[src/sv/kwp_pkg.sv]
// Package for the module response keyword parser.
// Holds the keyword table, the line layout constants, the step struct and the
// keyword matcher transition function. It depends on nothing else.
package kwp_pkg;

    localparam int LINE_CAPACITY = 128;
    localparam int KEY_COUNT     = 16;
    localparam int KEY_MAX_LEN   = 19;
    localparam int PROG_W        = 5;

    localparam int KEY_DELETE0 = 0;
    localparam int KEY_DELETE1 = 1;
    localparam int KEY_CREATE0 = 2;
    localparam int KEY_CREATE1 = 3;
    localparam int KEY_OPEN    = 4;
    localparam int KEY_WRITE   = 5;
    localparam int KEY_NONE    = 6;
    localparam int KEY_DRIVE   = 7;
    localparam int KEY_STREAM0 = 8;

    localparam int CAPTURE_COUNT = 6;
    localparam logic [7:0] CAPTURE_POS [CAPTURE_COUNT] = '{8'd5, 8'd6, 8'd8, 8'd9, 8'd11, 8'd12};

    localparam logic [7:0] DIGIT_OFFSET = 8'd33;
    localparam logic [7:0] ZERO_FIX     = 8'd90;
    localparam logic [7:0] DRIVE_BASE   = 8'd50;

    localparam logic [8*KEY_MAX_LEN-1:0] KEYS [KEY_COUNT] = '{
        "File deleted", "File not found", "File created", "File already exists",
        "Opened", "Success", "None", "~~,",
        "# 0", "# 1", "# 2", "# 3", "# 4", "# 5", "# 6", "# 7"
    };
    localparam int KEY_LEN [KEY_COUNT] = '{
        12, 14, 12, 19, 6, 7, 4, 3, 3, 3, 3, 3, 3, 3, 3, 3
    };

    typedef struct packed {
        logic       byte_en;
        logic       end_en;
        logic [7:0] data;
    } kwp_step_t;

    // Character i of keyword k; string literals are right-justified.
    function automatic logic [7:0] key_char(input int k, input int i);
        logic [7:0] ch;
        ch = '0;
        if (i >= 0 && i < KEY_LEN[k])
        begin
            ch = KEYS[k][(KEY_LEN[k] - 1 - i) * 8 +: 8];
        end
        return ch;
    endfunction

    // Longest prefix of keyword k that ends the matched prefix p followed by c.
    function automatic logic [PROG_W-1:0] advance(input int k, input logic [PROG_W-1:0] p,
                                                  input logic [7:0] c);
        logic [PROG_W-1:0] best;
        logic              ok;
        int                t;
        best = '0;
        for (int n = 1; n <= KEY_MAX_LEN; n++)
        begin
            if (n <= KEY_LEN[k] && n <= int'(p) + 1)
            begin
                ok = (key_char(k, n - 1) == c);
                for (int i = 0; i < KEY_MAX_LEN - 1; i++)
                begin
                    if (i < n - 1)
                    begin
                        t = int'(p) + 1 - n + i;
                        if (key_char(k, i) != key_char(k, t))
                        begin
                            ok = 1'b0;
                        end
                    end
                end
                if (ok)
                begin
                    best = PROG_W'(n);
                end
            end
        end
        return best;
    endfunction

endpackage

[src/sv/kwp_line_state.sv]
// Line bookkeeping for the keyword parser: byte position, zero byte, overflow
// and the captured drive bytes. Uses kwp_pkg for the step struct and layout.
module kwp_line_state
(
    input  logic                clk,
    input  logic                rst_n,
    input  kwp_pkg::kwp_step_t  step,
    output logic                match_en,
    output logic [7:0]          captures [kwp_pkg::CAPTURE_COUNT],
    output logic                overflow
);

    logic [7:0] position_reg;
    logic [7:0] position_next;
    logic       zero_seen_reg;
    logic       zero_seen_next;
    logic       overflow_reg;
    logic       overflow_next;
    logic [7:0] capture_reg  [kwp_pkg::CAPTURE_COUNT];
    logic [7:0] capture_next [kwp_pkg::CAPTURE_COUNT];
    logic       in_line;

    assign in_line  = (position_reg < 8'(kwp_pkg::LINE_CAPACITY));
    assign match_en = step.byte_en && in_line && !zero_seen_reg && (step.data != 8'd0);

    always_comb
    begin
        position_next  = position_reg;
        zero_seen_next = zero_seen_reg;
        overflow_next  = overflow_reg;
        capture_next   = capture_reg;
        if (step.end_en)
        begin
            position_next  = '0;
            zero_seen_next = 1'b0;
            overflow_next  = 1'b0;
            for (int s = 0; s < kwp_pkg::CAPTURE_COUNT; s++)
            begin
                capture_next[s] = '0;
            end
        end
        else if (step.byte_en)
        begin
            if (!in_line)
            begin
                overflow_next = 1'b1;
            end
            else
            begin
                position_next = position_reg + 8'd1;
                if (step.data == 8'd0)
                begin
                    zero_seen_next = 1'b1;
                end
                for (int s = 0; s < kwp_pkg::CAPTURE_COUNT; s++)
                begin
                    if (position_reg == kwp_pkg::CAPTURE_POS[s])
                    begin
                        capture_next[s] = step.data;
                    end
                end
            end
        end
    end

    always_ff @(posedge clk or negedge rst_n)
    begin
        if (!rst_n)
        begin
            position_reg  <= '0;
            zero_seen_reg <= 1'b0;
            overflow_reg  <= 1'b0;
            for (int s = 0; s < kwp_pkg::CAPTURE_COUNT; s++)
            begin
                capture_reg[s] <= '0;
            end
        end
        else
        begin
            position_reg  <= position_next;
            zero_seen_reg <= zero_seen_next;
            overflow_reg  <= overflow_next;
            capture_reg   <= capture_next;
        end
    end

    assign captures = capture_reg;
    assign overflow = overflow_reg;

endmodule

[config.mk]
export PLATFORM = sky130hd
export DESIGN_NAME = kwp_line_state
export DESIGN_NICKNAME = d
export VERILOG_FILES = /design/src/sv/kwp_pkg.sv /design/src/sv/kwp_line_state.sv
export SDC_FILE = /design/constraint.sdc
export NUM_CORES = 1
export LEC_CHECK = 0
export BUFFER_PORTS_ARGS = -buffer_cell sky130_fd_sc_hd__buf_4
export CAP_MARGIN = 20
export CORE_UTILIZATION = 57
export DETAILED_ROUTE_END_ITERATION = 10
export PLACE_DENSITY = 0.83
export SETUP_SLACK_MARGIN = 0.05
export SYNTH_ARGS = -nofsm -noshare
export SYNTH_HDL_FRONTEND = slang
export SYNTH_SLANG_ARGS = --single-unit
[constraint.sdc]
create_clock -name clk -period 2.2 [get_ports clk]
set_input_delay 0.44 -clock clk [delete_from_list [all_inputs] [get_ports clk]]
set_output_delay 0.44 -clock clk [all_outputs]
set_load 0.1 [all_outputs]
==> impl_metrics.sql <==
INSERT INTO impl_metrics (metric_group, metric, value, unit) VALUES
('cells_and_area', 'multi_input_area', '1280', 'um2'),
('setup_path', 'worstPathMaxFanout', '7', ''),
('sta', 'post-route-min-period', '1990', 'ps'),
('cells_and_area', 'final_layout_size_suffix_gt1_share', '30.1', '%'),
('power', 'power-per-cell-area', '619', 'nW/um2'),
('synth', 'synthesis.yosys.warnings', '0', ''),
('floorplanning', 'core_area', '4720', 'um2'),
('synth', 'netlist.top_cell.by_area', 'dfrtp_1', ''),
('grt', 'grt_max_degree', '59', ''),
('floorplanning', 'die_height', '71.9', 'um'),
('setup_path', 'worst_ep_arrival_time', '1550', 'ps'),
('cells_and_area', 'final.fill_count', '359', ''),
('cells_and_area', 'layout.cells.most_common', 'buf_4', ''),
('synth', 'synth_xor_xnor_area_share', '0.314', '%'),
('setup_path', 'setup.worst_path.start_class', 'flip-flop', ''),
('cells_and_area', 'num-nets-final', '312', ''),
('sta', 'setup_tns', '0', 'ps'),
('cells_and_area', 'area_growth_syn_to_layout', '26.1', '%'),
('setup_path', 'timing.critical_path.from', 'position_reg[7]', ''),
('cts', 'htreeDepth', '3', ''),
('cts', 'postCtsHoldBufs', '0', ''),
('setup_path', 'worstSetupPathType', 'flip-flop to primary output', ''),
('synth', 'synth_compound_gate_area_share', '2.42', '%'),
('power', 'static-leakage-power', '1.87', 'nW'),
('placed_design', 'buffer_ports.inserted', '61', ''),
('sta', 'hold_ws', '175', 'ps'),
('cts', 'tritoncts_num_sinks', '58', ''),
('cts', 'ctsRootBufferMaster', 'clkbuf_8', ''),
('grt', 'grt_util_all_layers', '25.4', '%'),
('sta', 'maxSlewHeadroom', '51.7', '%'),
('routing', 'top_layer', 'met4', ''),
('sta', 'timing.clock.skew', '9.34', 'ps'),
('cts', 'clk-insertion-delay-late', '330', 'ps'),
('floorplanning', 'chipWidth', '71.9', 'um'),
('cells_and_area', 'mostFrequentLayoutCells', '65 x buf_4, 58 x nand2b_1, 58 x dfrtp_1', ''),
('power', 'ir_drop', '420', 'uV'),
('placed_design', 'dp.final_hpwl', '4.00', 'mm'),
('routing', 'wirelength', '5.96', 'mm'),
('sta', 'timing.final.max_slew_violations', '0', ''),
('sta', 'worst_slew_pin_slew', '725', 'ps'),
('floorplanning', 'dieArea', '5170', 'um2'),
('grt', 'grt_overflow_total', '0', ''),
('cells_and_area', 'num_antenna_cells', '0', ''),
('cts', 'cts-root-to-sink-buffers', '2', ''),
('synth', 'yosysTopAreaCellShare', '52.1', '%'),
('run_status', 'run_status', 'completed', ''),
('worst_hold_path', 'min_path_type', 'primary input to asynchronous set/reset pin', ''),
('setup_path', 'worst_reg2reg_startpoint', 'position_reg[0]', ''),
('synth', 'cells_after_synth', '229', ''),
('cts', 'cts_made_buffers', '9', ''),
('synth', 'ys_seq_area_share', '52.1', '%'),
('sta', 'max_freq', '0.503', 'GHz'),
('sta', 'finalSetupViolations', '0', ''),
('routing', 'wl_met1', '2.58', 'mm'),
('setup_path', 'endpoint_kind', 'primary output', ''),
('synth', 'synthTopCellsByArea', 'dfrtp_1 52%, mux2i_1 17%, nand2b_1 13%', ''),
('cells_and_area', 'final_design_area_no_fill', '3510', 'um2'),
('routing', 'first_pass_iters', '4', ''),
('placed_design', 'globalplace.congestion', '0.804', ''),
('cts', 'clock_tree_from_tritoncts', 'yes', ''),
('cells_and_area', 'largest_register_ff_count', '48', ''),
('floorplanning', 'core_rows', '25', ''),
('sta', 'final-hold-violation-count', '0', ''),
('routing', 'wl_met2', '2.96', 'mm'),
('routing', 'viasPerCell', '5.20', ''),
('setup_path', 'required_arrival_time_at_the_worst_endpoint', '1760', 'ps'),
('synth', 'mappedNetlistNets', '245', ''),
('floorplanning', 'start_util', '59.0', '%'),
('grt', 'grt_antenna_before_repair', '0', ''),
('grt', 'grt_pass1_wl', '9.63', 'mm'),
('routing', 'num_vias', '1903', '');
## logic make-up (layout without fill, tap and decap cells)
group / Yosys count / after routing
AOI/OAI and AO/OA: 12 / 12
xor gates and xnor gates: 1 / 1
adders and majority gates: 4 / 4
buffers and inverters: 13 / 83
DFF: 58 / 58
muxes: 49 / 49
and+or+nand+nor: 92 / 92
## how the worst max path moves through the flow
stage	end	slack [ps]	cells past startpoint
global placement	match_en	410	5
finish	match_en	210	3
detailed placement	match_en	410	5
CTS	match_en	210	3
floorplan	match_en	270	2
global route	match_en	120	3
## critical path, cell delays in order (launching register included)
cell	delay, ps
dfrtp_1	430
nand2b_1	230
a211oi_4	230
buf_4	320
## cell usage after synthesis, drive strengths merged
master,instances
ha,4
and2,1
or3,3
and4bb,1
nand2b,58
buf,4
nand2,5
nand3b,1
nor2,5
nand4b,1
or2,1
and2b,1
a21oi,6
mux2i,48
a31oi,1
nor4,2
xnor2,1
and3,1
nor3,1
nor2b,4
inv,4
a211oi,1
o21ai,3
nand4,5
nand3,2
clkbuf,5
dfrtp,58
o32ai,1
mux2,1
## cell type report
cell class	instances	area share [%]
flip-flops and latches	58	41.3
clock buffers	11	4.31
inverters	4	0.427
repair buffers	65	13.9
multi-input cells	158	36.6
clock inverters	3	1.14
well taps	67	2.39
## through the flow
step	std cells	total power [mW]	util, %
final	366	2.18	74.4
after global routing	366	2.24	74.4
after CTS	366	2.19	74.4
after detailed placement	352	1.23	70.4
after global placement	352	1.23	70.4
after floorplan	229	1.17	-
## where the power goes
part	switching (mW)	leakage (nW)	internal (mW)
clock network	0.400	0.101	0.568
logic	0.0877	0.960	0.0466
registers	0.00414	0.809	1.07
## per-layer routing
| layer | global-route usage [%] | up-vias |
|---|---|---|
| met4 | 10.2 | 0 |
| li1 | - | 908 |
| met1 | 32.6 | 930 |
| met2 | 41.5 | 58 |
| met5 | 0 | - |
| met3 | 6.53 | 7 |
Power figures use the tool's default switching activity.
