===== src/sv/kwp_pkg.sv =====
// Package for the module response keyword parser.
// Holds the keyword table, the line layout constants, the step struct and the
// keyword matcher transition function. It depends on nothing else.
package kwp_pkg;

    localparam int LINE_CAPACITY = 128;
    localparam int KEY_COUNT     = 16;
    localparam int KEY_MAX_LEN   = 19;
    localparam int PROG_W        = 5;

    localparam int KEY_DELETE0 = 0;
    localparam int KEY_DELETE1 = 1;
    localparam int KEY_CREATE0 = 2;
    localparam int KEY_CREATE1 = 3;
    localparam int KEY_OPEN    = 4;
    localparam int KEY_WRITE   = 5;
    localparam int KEY_NONE    = 6;
    localparam int KEY_DRIVE   = 7;
    localparam int KEY_STREAM0 = 8;

    localparam int CAPTURE_COUNT = 6;
    localparam logic [7:0] CAPTURE_POS [CAPTURE_COUNT] = '{8'd5, 8'd6, 8'd8, 8'd9, 8'd11, 8'd12};

    localparam logic [7:0] DIGIT_OFFSET = 8'd33;
    localparam logic [7:0] ZERO_FIX     = 8'd90;
    localparam logic [7:0] DRIVE_BASE   = 8'd50;

    localparam logic [8*KEY_MAX_LEN-1:0] KEYS [KEY_COUNT] = '{
        "File deleted", "File not found", "File created", "File already exists",
        "Opened", "Success", "None", "~~,",
        "# 0", "# 1", "# 2", "# 3", "# 4", "# 5", "# 6", "# 7"
    };
    localparam int KEY_LEN [KEY_COUNT] = '{
        12, 14, 12, 19, 6, 7, 4, 3, 3, 3, 3, 3, 3, 3, 3, 3
    };

    typedef struct packed {
        logic       byte_en;
        logic       end_en;
        logic [7:0] data;
    } kwp_step_t;

    // Character i of keyword k; string literals are right-justified.
    function automatic logic [7:0] key_char(input int k, input int i);
        logic [7:0] ch;
        ch = '0;
        if (i >= 0 && i < KEY_LEN[k])
        begin
            ch = KEYS[k][(KEY_LEN[k] - 1 - i) * 8 +: 8];
        end
        return ch;
    endfunction

    // Longest prefix of keyword k that ends the matched prefix p followed by c.
    function automatic logic [PROG_W-1:0] advance(input int k, input logic [PROG_W-1:0] p,
                                                  input logic [7:0] c);
        logic [PROG_W-1:0] best;
        logic              ok;
        int                t;
        best = '0;
        for (int n = 1; n <= KEY_MAX_LEN; n++)
        begin
            if (n <= KEY_LEN[k] && n <= int'(p) + 1)
            begin
                ok = (key_char(k, n - 1) == c);
                for (int i = 0; i < KEY_MAX_LEN - 1; i++)
                begin
                    if (i < n - 1)
                    begin
                        t = int'(p) + 1 - n + i;
                        if (key_char(k, i) != key_char(k, t))
                        begin
                            ok = 1'b0;
                        end
                    end
                end
                if (ok)
                begin
                    best = PROG_W'(n);
                end
            end
        end
        return best;
    endfunction

endpackage


===== src/sv/kwp_status.sv =====
// Sticky status flags, drive decoding and the result register.
// Uses kwp_pkg for keyword indexes and decoding constants.
module kwp_status
(
    input  logic                          clk,
    input  logic                          rst_n,
    input  kwp_pkg::kwp_step_t            step,
    input  logic [kwp_pkg::KEY_COUNT-1:0] matched,
    input  logic [7:0]                    captures [kwp_pkg::CAPTURE_COUNT],
    input  logic                          overflow,
    input  logic                          out_stall,
    output logic                          out_valid,
    output logic [4:0]                    flags,
    output logic [7:0]                    streams,
    output logic                          drive_flag,
    output logic [7:0]                    drives [3],
    output logic                          overflow_flag
);

    logic [4:0] flags_reg;
    logic [4:0] flags_next;
    logic [7:0] streams_reg;
    logic [7:0] streams_next;
    logic       drive_flag_reg;
    logic       drive_flag_next;
    logic [7:0] drive_reg  [3];
    logic [7:0] drive_next [3];
    logic       valid_reg;
    logic       valid_next;
    logic       ovf_reg;
    logic       ovf_next;
    logic [7:0] a_val [3];
    logic [7:0] b_val [3];
    logic [7:0] v_val [3];

    always_comb
    begin
        for (int x = 0; x < 3; x++)
        begin
            a_val[x] = captures[2 * x] - kwp_pkg::DIGIT_OFFSET;
            b_val[x] = captures[2 * x + 1] - kwp_pkg::DIGIT_OFFSET;
            v_val[x] = a_val[x] + b_val[x]
                     + (((b_val[x] == 8'd0) && (a_val[x] != 8'd0)) ? kwp_pkg::ZERO_FIX : 8'd0);
        end
    end

    always_comb
    begin
        flags_next      = flags_reg;
        streams_next    = streams_reg;
        drive_flag_next = drive_flag_reg;
        drive_next      = drive_reg;
        ovf_next        = ovf_reg;
        valid_next      = valid_reg && out_stall;
        if (step.end_en)
        begin
            valid_next = 1'b1;
            ovf_next   = overflow;
            if (matched[kwp_pkg::KEY_DELETE0] || matched[kwp_pkg::KEY_DELETE1])
            begin
                flags_next[0] = 1'b1;
            end
            else if (matched[kwp_pkg::KEY_CREATE0] || matched[kwp_pkg::KEY_CREATE1])
            begin
                flags_next[1] = 1'b1;
            end
            else if (matched[kwp_pkg::KEY_OPEN])
            begin
                flags_next[2] = 1'b1;
            end
            else if (matched[kwp_pkg::KEY_WRITE])
            begin
                flags_next[3] = 1'b1;
            end
            else if (matched[kwp_pkg::KEY_NONE])
            begin
                flags_next[4] = 1'b1;
            end
            streams_next = streams_reg | matched[kwp_pkg::KEY_STREAM0 +: 8];
            if (matched[kwp_pkg::KEY_DRIVE])
            begin
                drive_flag_next = 1'b1;
                for (int x = 0; x < 3; x++)
                begin
                    drive_next[x] = (v_val[x] >> 1) + kwp_pkg::DRIVE_BASE;
                end
            end
        end
    end

    always_ff @(posedge clk or negedge rst_n)
    begin
        if (!rst_n)
        begin
            flags_reg      <= '0;
            streams_reg    <= '0;
            drive_flag_reg <= 1'b0;
            valid_reg      <= 1'b0;
            ovf_reg        <= 1'b0;
            for (int x = 0; x < 3; x++)
            begin
                drive_reg[x] <= '0;
            end
        end
        else
        begin
            flags_reg      <= flags_next;
            streams_reg    <= streams_next;
            drive_flag_reg <= drive_flag_next;
            valid_reg      <= valid_next;
            ovf_reg        <= ovf_next;
            drive_reg      <= drive_next;
        end
    end

    assign out_valid     = valid_reg;
    assign flags         = flags_reg;
    assign streams       = streams_reg;
    assign drive_flag    = drive_flag_reg;
    assign drives        = drive_reg;
    assign overflow_flag = ovf_reg;

endmodule


===== config.mk =====
export PLATFORM = sky130hd
export DESIGN_NAME = kwp_status
export DESIGN_NICKNAME = d
export VERILOG_FILES = /design/src/sv/kwp_pkg.sv /design/src/sv/kwp_status.sv
export SDC_FILE = /design/constraint.sdc
export NUM_CORES = 1
export LEC_CHECK = 0
export ABC_AREA = 1
export BUFFER_PORTS_ARGS = -buffer_cell sky130_fd_sc_hd__clkbuf_2
export CAP_MARGIN = 20
export CORE_AREA = 4 4 90 92
export CTS_CLUSTER_DIAMETER = 100
export DETAILED_ROUTE_END_ITERATION = 8
export DIE_AREA = 0 0 94 96
export PLACE_DENSITY = 0.95
export SYNTH_ARGS = -nofsm -noshare
export SYNTH_HDL_FRONTEND = slang
export SYNTH_SLANG_ARGS = --single-unit
export TNS_END_PERCENT = 20

===== constraint.sdc =====
create_clock -name clk -period 1.55 [get_ports clk]
set_clock_uncertainty 0.2 [all_clocks]
set_input_delay 0.31 -clock clk [delete_from_list [all_inputs] [get_ports clk]]
set_output_delay 0.31 -clock clk [all_outputs]
set_load 0.005 [all_outputs]

==> results.yml <==
outcome:
  status: "finished with violations"
  violations: "setup timing"
timing:
  rsz0062_at_grt: "yes"
  final-hold-violation-count: 0
  setup_slack_ns: -2.152
  fin_tns_setup_ns: -41.06
  hold_ws_ns: 0.007302
  min_period_ns: 3.702
  finalCritPeriodShare_pct: 238.8
  tightest_slew_ns: 0.4148
  slew_headroom_pct: 72.34
  max_freq_mhz: 270.1
  finalMaxSlewViolations: 0
  finalSetupViolCount: 24
route:
  drcViolationCount: 0
  first_iter_violations: 344
  dr.max_layer_used: "met4"
  wirelength_um: 16540
  vias_per_cell: 5.754
  antenna_left: 0
  drt_pre_antenna_iters: 5
  wl_met2_um: 8405
  wl_per_cell_um: 17.67
  wl_met1_um: 5514
  routed-wl-met3_um: 1473
  dr_total_vias: 5386
die:
  die_area_um2: 9024
  io_pins: 118
  die_y_um: 96
  fp-row-count: 31
  core_area_um2: 7214
  start_util_pct: 57.15
  die_x_um: 94
global_route:
  grt_usage_pct: 31.12
  grt_pass1_vias: 5150
  grt_max_degree: 28
  antenna_found_initial: 0
  grt_pass1_wl_um: 22480
  grt_overflow: 0
finish:
  drive_above_1_share_pct: 42.41
  largest_register_ffs: 24
  fin_cells: 936
  num-fill-cells: 342
  syn2layout_area_growth_pct: 56.51
  diodes: 0
  postLayoutCellArea_um2: 6452
  utilization_pct: 89.44
  fin_nets: 968
yosys:
  netlist_area_um2: 4123
  yosysWarnings: 0
  yosysTopAreaCell: "dfrtp_1"
  synth_common_cells: "187 x nand2_1, 79 x inv_1, 55 x nand3_1"
  ys_seq_elements: 40
  synth.distinct_cells: 29
  ys_seq_area_share_pct: 24.28
  netlist_top_cells_area: "dfrtp_1 24%, nand2_1 17%, ha_1 12%, fa_1 7.3%, inv_1 7.2%"
  synth_edf_count: 0
  synth_cells: 597
  synth_fp_nets: 729
  synthFlopType: "dfrtp_1"
  syn_avg_cell_area_um2: 6.906
  post-synth-top-count-cell: "nand2_1"
  synth-async-reset-ratio_pct: 100.0
  synth_top_area_share_pct: 24.28
clock_tree:
  clk_latency_ns: 0.30
  cts.clk_slew.worst_paths_ns: 0.08
  clk_path_buf_depth: 2
  cts_buffers: 5
  root_buffer: "clkbuf_8"
  ctsHtreeMaxLevel: 2
  cts_tree: "built"
  clock-sinks: 40
setup_path:
  reg2reg_from: "drive_flag$_DFFE_PN0P_"
  critPathMostFrequentCell: "nand2_1"
  path_delay_family: "adder cells"
  cp.arrival_ns: 3.70
  required_ns: 1.55
  reg2regPathDepth: 1
  rr_endpoint: "drive_flag$_DFFE_PN0P_"
  crit_chain: "clkbuf_16 -> nor2_2 -> nand2_2 -> xor2_1 -> inv_1 -> nand2_1 -> nor2_2 -> nand3_2 -> a31oi_4 -> inv_2 -> fa_1 -> inv_2 -> ha_4 -> fa_2 -> a31oi_1 -> xor2_1 -> nand3_1 -> inv_1 -> nand2_1 -> nand3_1 -> nand2_1"
  path_max_fanout: 3
  rrSetupSlack_ns: 0.56
  cpMaxStageDelayCell: "fa_1"
  cp-end-kind: "flop"
  max_stage_delay_ns: 0.54
  cp_num_buf_inv: 5
  cp-start-kind: "input port"
  critPathKind: "in -> reg"
power_and_ir_drop:
  vdd_drop_max_mv: 0.6149
  power_leakage_nw: 3.544
  p_total_mw: 5.921
  p_per_area_nw_per_um2: 917.6
worst_hold_path:
  hold_depth: 2
  hp-start: "matched[9]"
  whs_endpoint: "streams[1]$_DFFE_PN0P_"
  hold_path.class: "in -> reg"
placed_design:
  gp_congestion: 0.8547
  dp_hpwl_um: 10560
  postPlaceCellArea_um2: 5821
  dp_slack_ns: -2.362
  io_buffers: 108
  dp.cells: 918
flow_run:
  maxCapViolCount: 0
[cells in the final DEF, fill, tap and decap left out, types with 17 or more instances in the layout]
| cell type | count |
|---|---|
| clkbuf_2 | 102 |
| dfrtp_1 | 40 |
| ha_1 | 23 |
| inv_1 | 70 |
| nor2_1 | 36 |
| nand2_1 | 170 |
| nand4_1 | 21 |
| buf_4 | 124 |
| inv_2 | 17 |
| nand3_1 | 50 |
[final cells by class]
type	count	area, um2	area share [%]
clock buffer	5	68.82	1.067
clock inverter	3	42.54	0.6593
inverter	91	361.6	5.604
multi-input combinational	461	3242	50.24
sequential	40	1001	15.51
tap	99	123.9	1.920
timing repair buffer	237	1613	25.00
[metal layers]
layer	GRT usage [%]	vias to the layer above
met1	32.75	2473
met2	60.50	407
met4	13.36	0
li1	-	2376
met3	5.317	130
met5	0	-
[power by group]
part | total, mW | switching [mW] | internal (mW) | leakage (nW)
Combinational | 3.56 | 1.97 | 1.59 | 3.04
Clock | 0.865 | 0.388 | 0.476 | 0.0541
Sequential | 1.50 | 0.198 | 1.30 | 0.446
[cell families after synthesis]
logic type | Yosys count | synth area share, %
flops | 40 | 24.28
buf+inv | 96 | 8.741
xor+xnor | 30 | 6.373
compound gates | 46 | 7.163
fa+ha+maj | 54 | 19.12
simple gates | 331 | 34.32
[what timing repair did]
action / CTS / global route
buffers inserted: 4 / 5
gates resized for setup: 40 / 63
pin swaps: 35 / 41
hold endpoints to repair: 13 / 0
hold buffers: 1 / 0
setup endpoints to repair: 24 / 24
[worst max-delay path by stage]
stage	from	endpoint	depth (start not counted)
after floorplan	captures[32]	drives[22]$_DFFE_PN0P_	18
after global placement	captures[0]	drives[7]$_DFFE_PN0P_	21
after detailed placement	captures[0]	drives[7]$_DFFE_PN0P_	21
after CTS	captures[0]	drives[6]$_DFFE_PN0P_	21
after global routing	captures[18]	drives[14]$_DFFE_PN0P_	19
final	captures[1]	drives[6]$_DFFE_PN0P_	21
Power figures use the tool's default switching activity.
